[src/biquad_pkg.sv]
// biquad_pkg: widths, register indexes, command codes and fixed-point helpers
// for the saturating direct form II biquad. No dependencies.
package biquad_pkg;

	localparam int SAMPLE_BITS   = 9;
	localparam int COEF_BITS     = 9;
	localparam int W_BITS        = 10;
	localparam int ACC_BITS      = 8;
	localparam int PRODUCT_BITS  = 18;
	localparam int PRODUCT_SHIFT = 10;
	localparam int OPC_BITS      = COEF_BITS + 1;
	localparam int MUL_BITS      = W_BITS + OPC_BITS;
	localparam int CFG_IDX_BITS  = 3;

	typedef logic signed [SAMPLE_BITS-1:0] sample_t;
	typedef logic signed [COEF_BITS-1:0]   coef_t;
	typedef logic signed [OPC_BITS-1:0]    opc_t;
	typedef logic signed [W_BITS-1:0]      w_t;
	typedef logic signed [ACC_BITS-1:0]    acc_t;
	typedef logic signed [MUL_BITS-1:0]    mul_t;
	typedef logic signed [PRODUCT_BITS-1:0] prod_t;
	typedef logic [CFG_IDX_BITS-1:0]       cfg_idx_t;
	typedef logic [2:0]                    mul_sel_t;

	// register indexes
	localparam cfg_idx_t REG_B0 = 3'd0;
	localparam cfg_idx_t REG_B1 = 3'd1;
	localparam cfg_idx_t REG_B2 = 3'd2;
	localparam cfg_idx_t REG_A1 = 3'd3;
	localparam cfg_idx_t REG_A2 = 3'd4;

	localparam coef_t B0_RST = 9'sd52;
	localparam coef_t B1_RST = 9'sd105;
	localparam coef_t B2_RST = 9'sd52;
	localparam coef_t A1_RST = -9'sd95;
	localparam coef_t A2_RST = 9'sd50;

	// multiplier operand select
	localparam mul_sel_t MUL_FB1 = 3'd0;
	localparam mul_sel_t MUL_FF1 = 3'd1;
	localparam mul_sel_t MUL_FB2 = 3'd2;
	localparam mul_sel_t MUL_FF2 = 3'd3;
	localparam mul_sel_t MUL_W0  = 3'd4;

	typedef struct packed {
		logic     load;
		logic     mul_en;
		mul_sel_t mul_sel;
		logic     acc_fb;
		logic     acc_ff;
		logic     w_en;
		logic     y_en;
	} cmd_t;

	typedef struct packed {
		logic out_busy;
	} status_t;

	// saturate a product to PRODUCT_BITS, then arithmetic shift right
	function automatic acc_t scale_prod(input mul_t p);
		prod_t ps;
		if (p > mul_t'((1 <<< (PRODUCT_BITS-1)) - 1))
			ps = prod_t'((1 <<< (PRODUCT_BITS-1)) - 1);
		else if (p < -mul_t'(1 <<< (PRODUCT_BITS-1)))
			ps = prod_t'(-(1 <<< (PRODUCT_BITS-1)));
		else
			ps = p[PRODUCT_BITS-1:0];
		return ps[PRODUCT_BITS-1:PRODUCT_SHIFT];
	endfunction

	function automatic acc_t acc_add(input acc_t a, input acc_t b);
		logic signed [ACC_BITS:0] s;
		s = {a[ACC_BITS-1], a} + {b[ACC_BITS-1], b};
		if (s > 9'sd127)
			return 8'sd127;
		else if (s < -9'sd128)
			return -8'sd128;
		else
			return s[ACC_BITS-1:0];
	endfunction

	// w = sat10(x + fb*4)
	function automatic w_t w_calc(input sample_t x, input acc_t fb);
		logic signed [10:0] s;
		s = {{2{x[SAMPLE_BITS-1]}}, x} + {fb[ACC_BITS-1], fb, 2'b00};
		if (s > 11'sd511)
			return 10'sd511;
		else if (s < -11'sd512)
			return -10'sd512;
		else
			return s[W_BITS-1:0];
	endfunction

	// y = sat9((p + ff) * 4)
	function automatic sample_t y_calc(input acc_t p, input acc_t ff);
		logic signed [ACC_BITS:0] s;
		s = {p[ACC_BITS-1], p} + {ff[ACC_BITS-1], ff};
		if (s > 9'sd63)
			return 9'sd255;
		else if (s < -9'sd64)
			return -9'sd256;
		else
			return {s[6:0], 2'b00};
	endfunction

endpackage

[src/biquad_ifs.sv]
// biquad_ifs: valid/ready stream interfaces for input and output samples
// depends on biquad_pkg
interface biquad_in_if;
	import biquad_pkg::*;
	logic    valid;
	logic    ready;
	sample_t sample_in;
	modport source(output valid, output sample_in, input ready);
	modport sink(input valid, input sample_in, output ready);
endinterface

interface biquad_out_if;
	import biquad_pkg::*;
	logic    valid;
	logic    ready;
	sample_t sample_out;
	modport source(output valid, output sample_out, input ready);
	modport sink(input valid, input sample_out, output ready);
endinterface

[src/biquad_iir_df2_saturating_top.sv]
// channel      dir  payload            handshake
// sample_ch    in   sample_in  s9      valid/ready
// filtered_ch  out  sample_out s9      valid/ready
// cfg          in   cfg_index, cfg_data  cfg_we, no back-pressure
//
// after acceptance, a sample passes through the product steps FB1, FF1, FB2, FF2 and W; the
// shared 10x10 multiplier runs five products back to back, then the output step
// the next sample can be taken in the output step, so back-to-back words need no idle step
// a stalled output holds the sequencer in its output step; the following sample
// still waits in the input handshake until the output register frees up
// reset clears the delay line, accumulators, output valid and loads default coefficients
// depends on biquad_pkg, biquad_ifs, biquad_ctrl, biquad_dp
module biquad_iir_df2_saturating_top (
	input  logic                 clk,
	input  logic                 arst_n,
	biquad_in_if.sink            sample_ch,
	biquad_out_if.source         filtered_ch,
	input  logic                 cfg_we,
	input  biquad_pkg::cfg_idx_t cfg_index,
	input  biquad_pkg::coef_t    cfg_data
);
	import biquad_pkg::*;

	cmd_t    cmd;
	status_t status;

	biquad_ctrl u_ctrl (
		.clk      (clk),
		.arst_n   (arst_n),
		.in_valid (sample_ch.valid),
		.in_ready (sample_ch.ready),
		.status   (status),
		.cmd      (cmd)
	);

	biquad_dp u_dp (
		.clk        (clk),
		.arst_n     (arst_n),
		.cfg_we     (cfg_we),
		.cfg_index  (cfg_index),
		.cfg_data   (cfg_data),
		.sample_in  (sample_ch.sample_in),
		.sample_out (filtered_ch.sample_out),
		.out_valid  (filtered_ch.valid),
		.out_ready  (filtered_ch.ready),
		.cmd        (cmd),
		.status     (status)
	);

endmodule

[src/biquad_ctrl.sv]
// biquad_ctrl: sequencer that steps the shared multiplier through the five
// products of one sample; depends on biquad_pkg
module biquad_ctrl (
	input  logic                clk,
	input  logic                arst_n,
	input  logic                in_valid,
	output logic                in_ready,
	input  biquad_pkg::status_t status,
	output biquad_pkg::cmd_t    cmd
);
	import biquad_pkg::*;

	localparam logic [2:0] ST_IDLE = 3'd0;
	localparam logic [2:0] ST_FB1  = 3'd1;
	localparam logic [2:0] ST_FF1  = 3'd2;
	localparam logic [2:0] ST_FB2  = 3'd3;
	localparam logic [2:0] ST_FF2  = 3'd4;
	localparam logic [2:0] ST_W    = 3'd5;
	localparam logic [2:0] ST_OUT  = 3'd6;

	logic [2:0] state_q;
	logic [2:0] state_d;
	logic       accept;

	assign in_ready = (state_q == ST_IDLE) || (state_q == ST_OUT && !status.out_busy);
	assign accept   = in_valid && in_ready;

	always_comb begin
		state_d     = state_q;
		cmd         = '0;
		cmd.load    = accept;
		cmd.mul_sel = MUL_FB1;
		case (state_q)
			ST_IDLE: begin
				if (accept)
					state_d = ST_FB1;
			end
			ST_FB1: begin
				cmd.mul_en = 1'b1;
				state_d    = ST_FF1;
			end
			ST_FF1: begin
				cmd.acc_fb  = 1'b1;
				cmd.mul_en  = 1'b1;
				cmd.mul_sel = MUL_FF1;
				state_d     = ST_FB2;
			end
			ST_FB2: begin
				cmd.acc_ff  = 1'b1;
				cmd.mul_en  = 1'b1;
				cmd.mul_sel = MUL_FB2;
				state_d     = ST_FF2;
			end
			ST_FF2: begin
				cmd.acc_fb  = 1'b1;
				cmd.mul_en  = 1'b1;
				cmd.mul_sel = MUL_FF2;
				state_d     = ST_W;
			end
			ST_W: begin
				// fb is final here: new w feeds the multiplier and the delay line
				cmd.acc_ff  = 1'b1;
				cmd.mul_en  = 1'b1;
				cmd.mul_sel = MUL_W0;
				cmd.w_en    = 1'b1;
				state_d     = ST_OUT;
			end
			ST_OUT: begin
				if (!status.out_busy) begin
					cmd.y_en = 1'b1;
					state_d  = accept ? ST_FB1 : ST_IDLE;
				end
			end
			default: begin
				state_d = ST_IDLE;
			end
		endcase
	end

	always_ff @(posedge clk or negedge arst_n) begin
		if (!arst_n)
			state_q <= ST_IDLE;
		else
			state_q <= state_d;
	end

`ifndef SYNTHESIS
	a_accept_starts: assert property (@(posedge clk) disable iff (!arst_n)
		accept |=> state_q == ST_FB1)
		else $error("accepted word did not start a pass");
	a_w_then_out: assert property (@(posedge clk) disable iff (!arst_n)
		cmd.w_en |=> state_q == ST_OUT)
		else $error("w update not followed by output step");
	a_no_overwrite: assert property (@(posedge clk) disable iff (!arst_n)
		cmd.y_en |-> !status.out_busy)
		else $error("output register written while busy");
	a_one_acc: assert property (@(posedge clk) disable iff (!arst_n)
		$onehot0({cmd.acc_fb, cmd.acc_ff, cmd.y_en}))
		else $error("conflicting accumulate commands");
`endif

endmodule

[src/biquad_dp.sv]
// biquad_dp: coefficient registers, delay line, shared multiplier,
// saturating accumulators and output register; depends on biquad_pkg
module biquad_dp (
	input  logic                   clk,
	input  logic                   arst_n,
	input  logic                   cfg_we,
	input  biquad_pkg::cfg_idx_t   cfg_index,
	input  biquad_pkg::coef_t      cfg_data,
	input  biquad_pkg::sample_t    sample_in,
	output biquad_pkg::sample_t    sample_out,
	output logic                   out_valid,
	input  logic                   out_ready,
	input  biquad_pkg::cmd_t       cmd,
	output biquad_pkg::status_t    status
);
	import biquad_pkg::*;

	coef_t   b0_q, b1_q, b2_q, a1_q, a2_q;
	w_t      w1_q, w2_q;
	sample_t x_q;
	acc_t    fb_q, ff_q;
	mul_t    prod_q;
	sample_t y_q;
	logic    out_valid_q;

	w_t      w_new;
	w_t      op_w;
	opc_t    op_c;
	mul_t    mul_res;
	acc_t    prod_scaled;

	always_ff @(posedge clk or negedge arst_n) begin
		if (!arst_n) begin
			b0_q <= B0_RST;
			b1_q <= B1_RST;
			b2_q <= B2_RST;
			a1_q <= A1_RST;
			a2_q <= A2_RST;
		end else if (cfg_we) begin
			case (cfg_index)
				REG_B0:  b0_q <= cfg_data;
				REG_B1:  b1_q <= cfg_data;
				REG_B2:  b2_q <= cfg_data;
				REG_A1:  a1_q <= cfg_data;
				REG_A2:  a2_q <= cfg_data;
				default: ;
			endcase
		end
	end

	assign w_new = w_calc(x_q, fb_q);

	// feedback taps use the negated a coefficient
	always_comb begin
		case (cmd.mul_sel)
			MUL_FB1: begin
				op_w = w1_q;
				op_c = opc_t'(0) - {a1_q[COEF_BITS-1], a1_q};
			end
			MUL_FF1: begin
				op_w = w1_q;
				op_c = {b1_q[COEF_BITS-1], b1_q};
			end
			MUL_FB2: begin
				op_w = w2_q;
				op_c = opc_t'(0) - {a2_q[COEF_BITS-1], a2_q};
			end
			MUL_FF2: begin
				op_w = w2_q;
				op_c = {b2_q[COEF_BITS-1], b2_q};
			end
			default: begin
				op_w = w_new;
				op_c = {b0_q[COEF_BITS-1], b0_q};
			end
		endcase
	end

	assign mul_res     = mul_t'(op_w) * mul_t'(op_c);
	assign prod_scaled = scale_prod(prod_q);

	always_ff @(posedge clk) begin
		if (cmd.mul_en)
			prod_q <= mul_res;
		if (cmd.load)
			x_q <= sample_in;
		if (cmd.y_en)
			y_q <= y_calc(prod_scaled, ff_q);
	end

	always_ff @(posedge clk or negedge arst_n) begin
		if (!arst_n) begin
			w1_q        <= '0;
			w2_q        <= '0;
			fb_q        <= '0;
			ff_q        <= '0;
			out_valid_q <= 1'b0;
		end else begin
			if (cmd.w_en) begin
				w1_q <= w_new;
				w2_q <= w1_q;
			end
			if (cmd.load)
				fb_q <= '0;
			else if (cmd.acc_fb)
				fb_q <= acc_add(fb_q, prod_scaled);
			if (cmd.load)
				ff_q <= '0;
			else if (cmd.acc_ff)
				ff_q <= acc_add(ff_q, prod_scaled);
			if (cmd.y_en)
				out_valid_q <= 1'b1;
			else if (out_ready)
				out_valid_q <= 1'b0;
		end
	end

	assign sample_out      = y_q;
	assign out_valid       = out_valid_q;
	assign status.out_busy = out_valid_q && !out_ready;

`ifndef SYNTHESIS
	a_y_sets_valid: assert property (@(posedge clk) disable iff (!arst_n)
		cmd.y_en |=> out_valid_q)
		else $error("output word not marked valid");
	a_delay_shift: assert property (@(posedge clk) disable iff (!arst_n)
		cmd.w_en |=> w2_q == $past(w1_q))
		else $error("delay line did not shift");
	a_load_clears: assert property (@(posedge clk) disable iff (!arst_n)
		cmd.load |=> fb_q == '0 && ff_q == '0)
		else $error("accumulators not cleared at start");
`endif

endmodule
[src/flat_wrapper.sv]
// flat-port wrapper written by rule: the top's interface ports become plain ports
module biquad_iir_df2_saturating_top_flat import biquad_pkg::*;
  (clk, arst_n, cfg_we, cfg_index, cfg_data, sample_ch_valid, sample_ch_sample_in, sample_ch_ready, filtered_ch_valid, filtered_ch_sample_out, filtered_ch_ready);
  biquad_in_if sample_ch_i ();
  biquad_out_if filtered_ch_i ();
  input  logic clk;
  input  logic arst_n;
  input  logic cfg_we;
  input  biquad_pkg::cfg_idx_t cfg_index;
  input  biquad_pkg::coef_t cfg_data;
  input wire logic [$bits(sample_ch_i.valid)-1:0] sample_ch_valid;
  input wire logic [$bits(sample_ch_i.sample_in)-1:0] sample_ch_sample_in;
  output wire logic [$bits(sample_ch_i.ready)-1:0] sample_ch_ready;
  output wire logic [$bits(filtered_ch_i.valid)-1:0] filtered_ch_valid;
  output wire logic [$bits(filtered_ch_i.sample_out)-1:0] filtered_ch_sample_out;
  input wire logic [$bits(filtered_ch_i.ready)-1:0] filtered_ch_ready;
  assign sample_ch_i.valid = sample_ch_valid;
  assign sample_ch_i.sample_in = sample_ch_sample_in;
  assign sample_ch_ready = sample_ch_i.ready;
  assign filtered_ch_valid = filtered_ch_i.valid;
  assign filtered_ch_sample_out = filtered_ch_i.sample_out;
  assign filtered_ch_i.ready = filtered_ch_ready;
  biquad_iir_df2_saturating_top u_core (.clk(clk), .arst_n(arst_n), .sample_ch(sample_ch_i), .filtered_ch(filtered_ch_i), .cfg_we(cfg_we), .cfg_index(cfg_index), .cfg_data(cfg_data));
endmodule
[config.mk]
export PLATFORM = sky130hd
export DESIGN_NAME = biquad_iir_df2_saturating_top_flat
export DESIGN_NICKNAME = d
export VERILOG_FILES = /design/src/biquad_pkg.sv /design/src/biquad_ifs.sv /design/src/biquad_iir_df2_saturating_top.sv /design/src/biquad_ctrl.sv /design/src/biquad_dp.sv /design/src/flat_wrapper.sv
export SDC_FILE = /design/constraint.sdc
export NUM_CORES = 1
export LEC_CHECK = 0
export BUFFER_PORTS_ARGS = -buffer_cell sky130_fd_sc_hd__clkbuf_2
export CAP_MARGIN = 10
export CELL_PAD_IN_SITES_DETAIL_PLACEMENT = 0
export CELL_PAD_IN_SITES_GLOBAL_PLACEMENT = 1
export CORE_AREA = 10 10 185 187
export CTS_BUF_LIST = sky130_fd_sc_hd__clkbuf_8 sky130_fd_sc_hd__clkbuf_16
export DETAILED_ROUTE_END_ITERATION = 10
export DIE_AREA = 0 0 195 197
export HOLD_SLACK_MARGIN = 0.02
export PLACE_DENSITY = 0.66
export SLEW_MARGIN = 20
export SYNTH_ARGS = -nofsm -noshare
export SYNTH_HDL_FRONTEND = slang
export SYNTH_SLANG_ARGS = --single-unit
[constraint.sdc]
create_clock -name clk -period 8.6 [get_ports clk]
set_clock_uncertainty 0.2 [all_clocks]
set_input_delay 1.72 -clock clk [delete_from_list [all_inputs] [get_ports clk]]
set_output_delay 1.72 -clock clk [all_outputs]
set_load 0.05 [all_outputs]
==> run_results.csv <==
group,metric,value,unit
finish,drive_gt1_frac,0.1536,
worst_setup_path,critical_path.slowest_cell,"fa_1",
timing,finalMaxSlewViolations,0,
timing,setup_tns,0,ns
run_status,status,"finished clean",
timing,rsz0062_at_grt,"no",
clock_tree,clockBufferDepth,2,
worst_setup_path,worstPathMaxFanout,22,
logic_synthesis,synth_adder_area_share,0.2674,
logic_synthesis,synth-compound-area-share,0.1511,
clock_tree,holdBufCountCts,0,
finish,final_cell_mix,"inv_1, nand2_1, fa_1",
finish,fill_cells,3119,
finish,multi_input_area,0.006885,mm2
grt,track_usage,0.1388,
worst_setup_path,worstPathCellList,"ha_1 > fa_1 > a211oi_2 > nor2_1 > o31ai_2 > buf_4 > a211oi_2 > a311o_1 > nand2b_1 > fa_1 > fa_1 > inv_1 > fa_1 > fa_1 > inv_1 > fa_1 > inv_1 > ha_1 > a2111o_1 > o21ba_2 > a221oi_1 > o21ai_0 > xor2_1",
clock_tree,path_clk_slew,0.08,ns
timing,hold_viol,0,
flow_run,drv_cap,0,
logic_synthesis,yosysSeqAreaShare,0.2818,
placed_design,port_buffers,36,
timing,maxClockFrequency,131.1,MHz
worst_setup_path,reg2reg_slack,0.97,ns
worst_setup_path,end_kind,"register",
timing,period_share,0.8870,
floorplanning,ios,37,
hold_path,min_path_type,"reg2reg",
worst_setup_path,cp.arrival,7.54,ns
clock_tree,post_cts_resized,0,
worst_setup_path,startpoint_type,"register",
clock_tree,htreeDepth,3,
grt,grt_max_degree,63,
finish,final_common_cell,"inv_1",
logic_synthesis,ys_types,84,
grt,antenna_found_initial,0,
clock_tree,cts_setup_buffers,0,
timing,setup_slack,0.9720,ns
clock_tree,numCtsBuffers,9,
logic_synthesis,muxShareOfSynthArea,0.06184,
detailed_routing,first_pass_iters,5,
timing,period_needed,7.628,ns
worst_setup_path,worst_ep_required_time,8.51,ns
logic_synthesis,synthArstFlopShare,0.7589,
worst_setup_path,path_common_cell,"fa_1",
grt,grt_pass1_wl,43300,um
logic_synthesis,synthXorXnorAreaFrac,0.02919,
floorplanning,fp.dieH,197,um
logic_synthesis,synthFlopType,"dfrtp_1",
worst_setup_path,critical_path.top_delay_family,"adder cells",
logic_synthesis,synth_edf_count,27,
floorplanning,die_w,195,um
detailed_routing,drt_wl_total,26010,um
finish,area.growth.synth_to_final,9.567,%
clock_tree,cts.sinks,112,
finish,n_antenna_cell,0,
logic_synthesis,syn_inst,1086,
timing,finalSetupViolCount,0,
floorplanning,start_util,0.3451,
logic_synthesis,ys_ff_latch,112,
worst_setup_path,critPathBufInv,4,
logic_synthesis,avgSynthCellArea,9.670,um2
finish,nets,1315,
detailed_routing,drc,0,
logic_synthesis,synth.cell_area,0.01050,mm2
timing,tightest_slew,1.040,ns
logic_synthesis,syn_nets,1280,
worst_setup_path,worstSetupPathType,"reg2reg",
floorplanning,coreArea,0.03043,mm2
grt,grt_pass1_vias,8080,
clock_tree,clk_latency,0.38,ns
placed_design,place_congestion,0.8324,
detailed_routing,drt.antenna.violating_nets,0,
grt,grt.overflow.total,0,
clock_tree,clockRootBuffer,"clkbuf_16",
clock_tree,cts_tree,"built",
detailed_routing,drt_iter0_markers,552,
worst_setup_path,slowest_delay,0.55,ns
placed_design,dp_hpwl,20140,um
detailed_routing,wl_per_cell,17.09,um
logic_synthesis,synth-simple-area-share,0.1443,
finish,regArea,0.002959,mm2
timing,maxSlewHeadroom,0.3069,
floorplanning,rows,64,
logic_synthesis,synth_top_family_by_area,"adder cells",
placed_design,dp_slack,0.9838,ns
detailed_routing,num_vias,7845,
logic_synthesis,ys_warn_count,0,
floorplanning,fp.dieArea,0.03842,mm2
detailed_routing,vias_per_cell,5.154,
-- final timing paths --
check,cells after the start,startpoint,endpoint
setup / recovery,23,u_core.u_dp.fb_q[0],u_core.u_dp.prod_q[18]
max in group asynchronous,2,arst_n,u_core.u_dp.b0_q[7]
hold reg to reg,2,u_core.u_dp.w2_q[4],u_core.u_dp.w2_q[4]
setup reg to reg,23,u_core.u_dp.fb_q[0],u_core.u_dp.prod_q[18]
hold / removal,2,u_core.u_dp.w2_q[4],u_core.u_dp.w2_q[4]
min in group asynchronous,1,arst_n,u_core.u_dp.w2_q[2]
-- logic make-up after synthesis --
logic type	count (synthesis)
adders and majority gates	168
buffers and inverters	170
xor gates and xnor gates	35
DFF	112
and+or+nand+nor	314
muxes	58
AOI/OAI and AO/OA	229
-- worst reg2reg max path: stages, from the launching register on --
cell      delay, ns
dfrtp_1        0.40
ha_1           0.22
fa_1           0.44
a211oi_2       0.28
nor2_1         0.11
o31ai_2        0.22
buf_4          0.27
a211oi_2       0.12
a311o_1        0.54
nand2b_1       0.17
fa_1           0.44
fa_1           0.55
inv_1          0.06
fa_1           0.50
fa_1           0.55
inv_1          0.05
fa_1           0.53
inv_1          0.04
ha_1           0.31
a2111o_1       0.41
o21ba_2        0.23
a221oi_1       0.37
o21ai_0        0.18
xor2_1         0.18
-- metrics by stage --
step / hold slack [ns] / utilization / area (um2) / std cells
6_report: 0.2896 / 0.3781 / 11510 / 1522
5_1_grt: 0.3130 / 0.3781 / 11510 / 1522
4_1_cts: 0.2957 / 0.3781 / 11510 / 1522
3_5_place_dp: 0.2645 / 0.3686 / 11220 / 1506
3_3_place_gp: 0.2645 / 0.3686 / 11220 / 1506
2_1_floorplan: 0.2467 / - / 10500 / 1086
-- layout make-up --
type / instances / share of cell area
multi-input cells: 804 / 0.5984
flip-flops and latches: 112 / 0.2572
well taps: 396 / 0.04306
inverters: 131 / 0.04274
repair buffers: 63 / 0.03349
clock buffers: 10 / 0.02077
clock inverters: 6 / 0.004350
-- sequential cells by signal (all words and copies together), names as in the netlist --
| signal | cells |
|---|---|
| u_core.u_dp.ff_q | 8 |
| u_core.u_dp.w1_q | 10 |
| u_core.u_dp.b1_q | 9 |
| u_core.u_ctrl.state_q | 3 |
| u_core.u_dp.fb_q | 8 |
| u_core.u_dp.a1_q | 9 |
| u_core.u_dp.b0_q | 9 |
| u_core.u_dp.x_q | 9 |
| u_core.u_dp.sample_out | 8 |
| u_core.u_dp.w2_q | 10 |
| u_core.u_dp.b2_q | 9 |
| u_core.u_dp.out_valid | 1 |
| u_core.u_dp.prod_q | 10 |
| u_core.u_dp.a2_q | 9 |
-- Yosys cell counts (all sizes together) (6+ instances only) --
| master | instances | area share |
|---|---|---|
| o22a | 11 | 0.0092 |
| or2 | 8 | 0.0048 |
| nor2b | 24 | 0.014 |
| a22o | 7 | 0.0058 |
| a21oi | 61 | 0.029 |
| mux2i | 9 | 0.0086 |
| buf | 16 | 0.0094 |
| ha | 74 | 0.088 |
| a22oi | 7 | 0.0050 |
| fa | 94 | 0.18 |
| nand2 | 110 | 0.039 |
| and3 | 6 | 0.0036 |
| nand2b | 27 | 0.016 |
| a211oi | 13 | 0.010 |
| a21o | 9 | 0.0064 |
| a21boi | 10 | 0.0071 |
| mux2 | 49 | 0.053 |
| inv | 131 | 0.047 |
| dfstp | 17 | 0.043 |
| dfrtp | 68 | 0.16 |
| nand3 | 8 | 0.0038 |
| o21a | 8 | 0.0057 |
| o21ai | 46 | 0.022 |
| clkbuf | 23 | 0.0082 |
| nor2 | 86 | 0.031 |
| a221o | 6 | 0.0057 |
| edfxtp | 27 | 0.077 |
| xor2 | 13 | 0.011 |
| xnor2 | 22 | 0.018 |
| nor3 | 14 | 0.0067 |
-- per-layer routing --
layer  wire (um)  GRT usage  up-vias
met2       12540     0.2329      114
met4         332    0.03054        0
met3         803    0.02308       19
li1            -          -     3776
met5           0          0        -
met1       12340     0.1839     3936
Power is left out: the tool's default activity adds up to more than one toggle a clock period on the data nets, which glitch-free logic cannot reach.
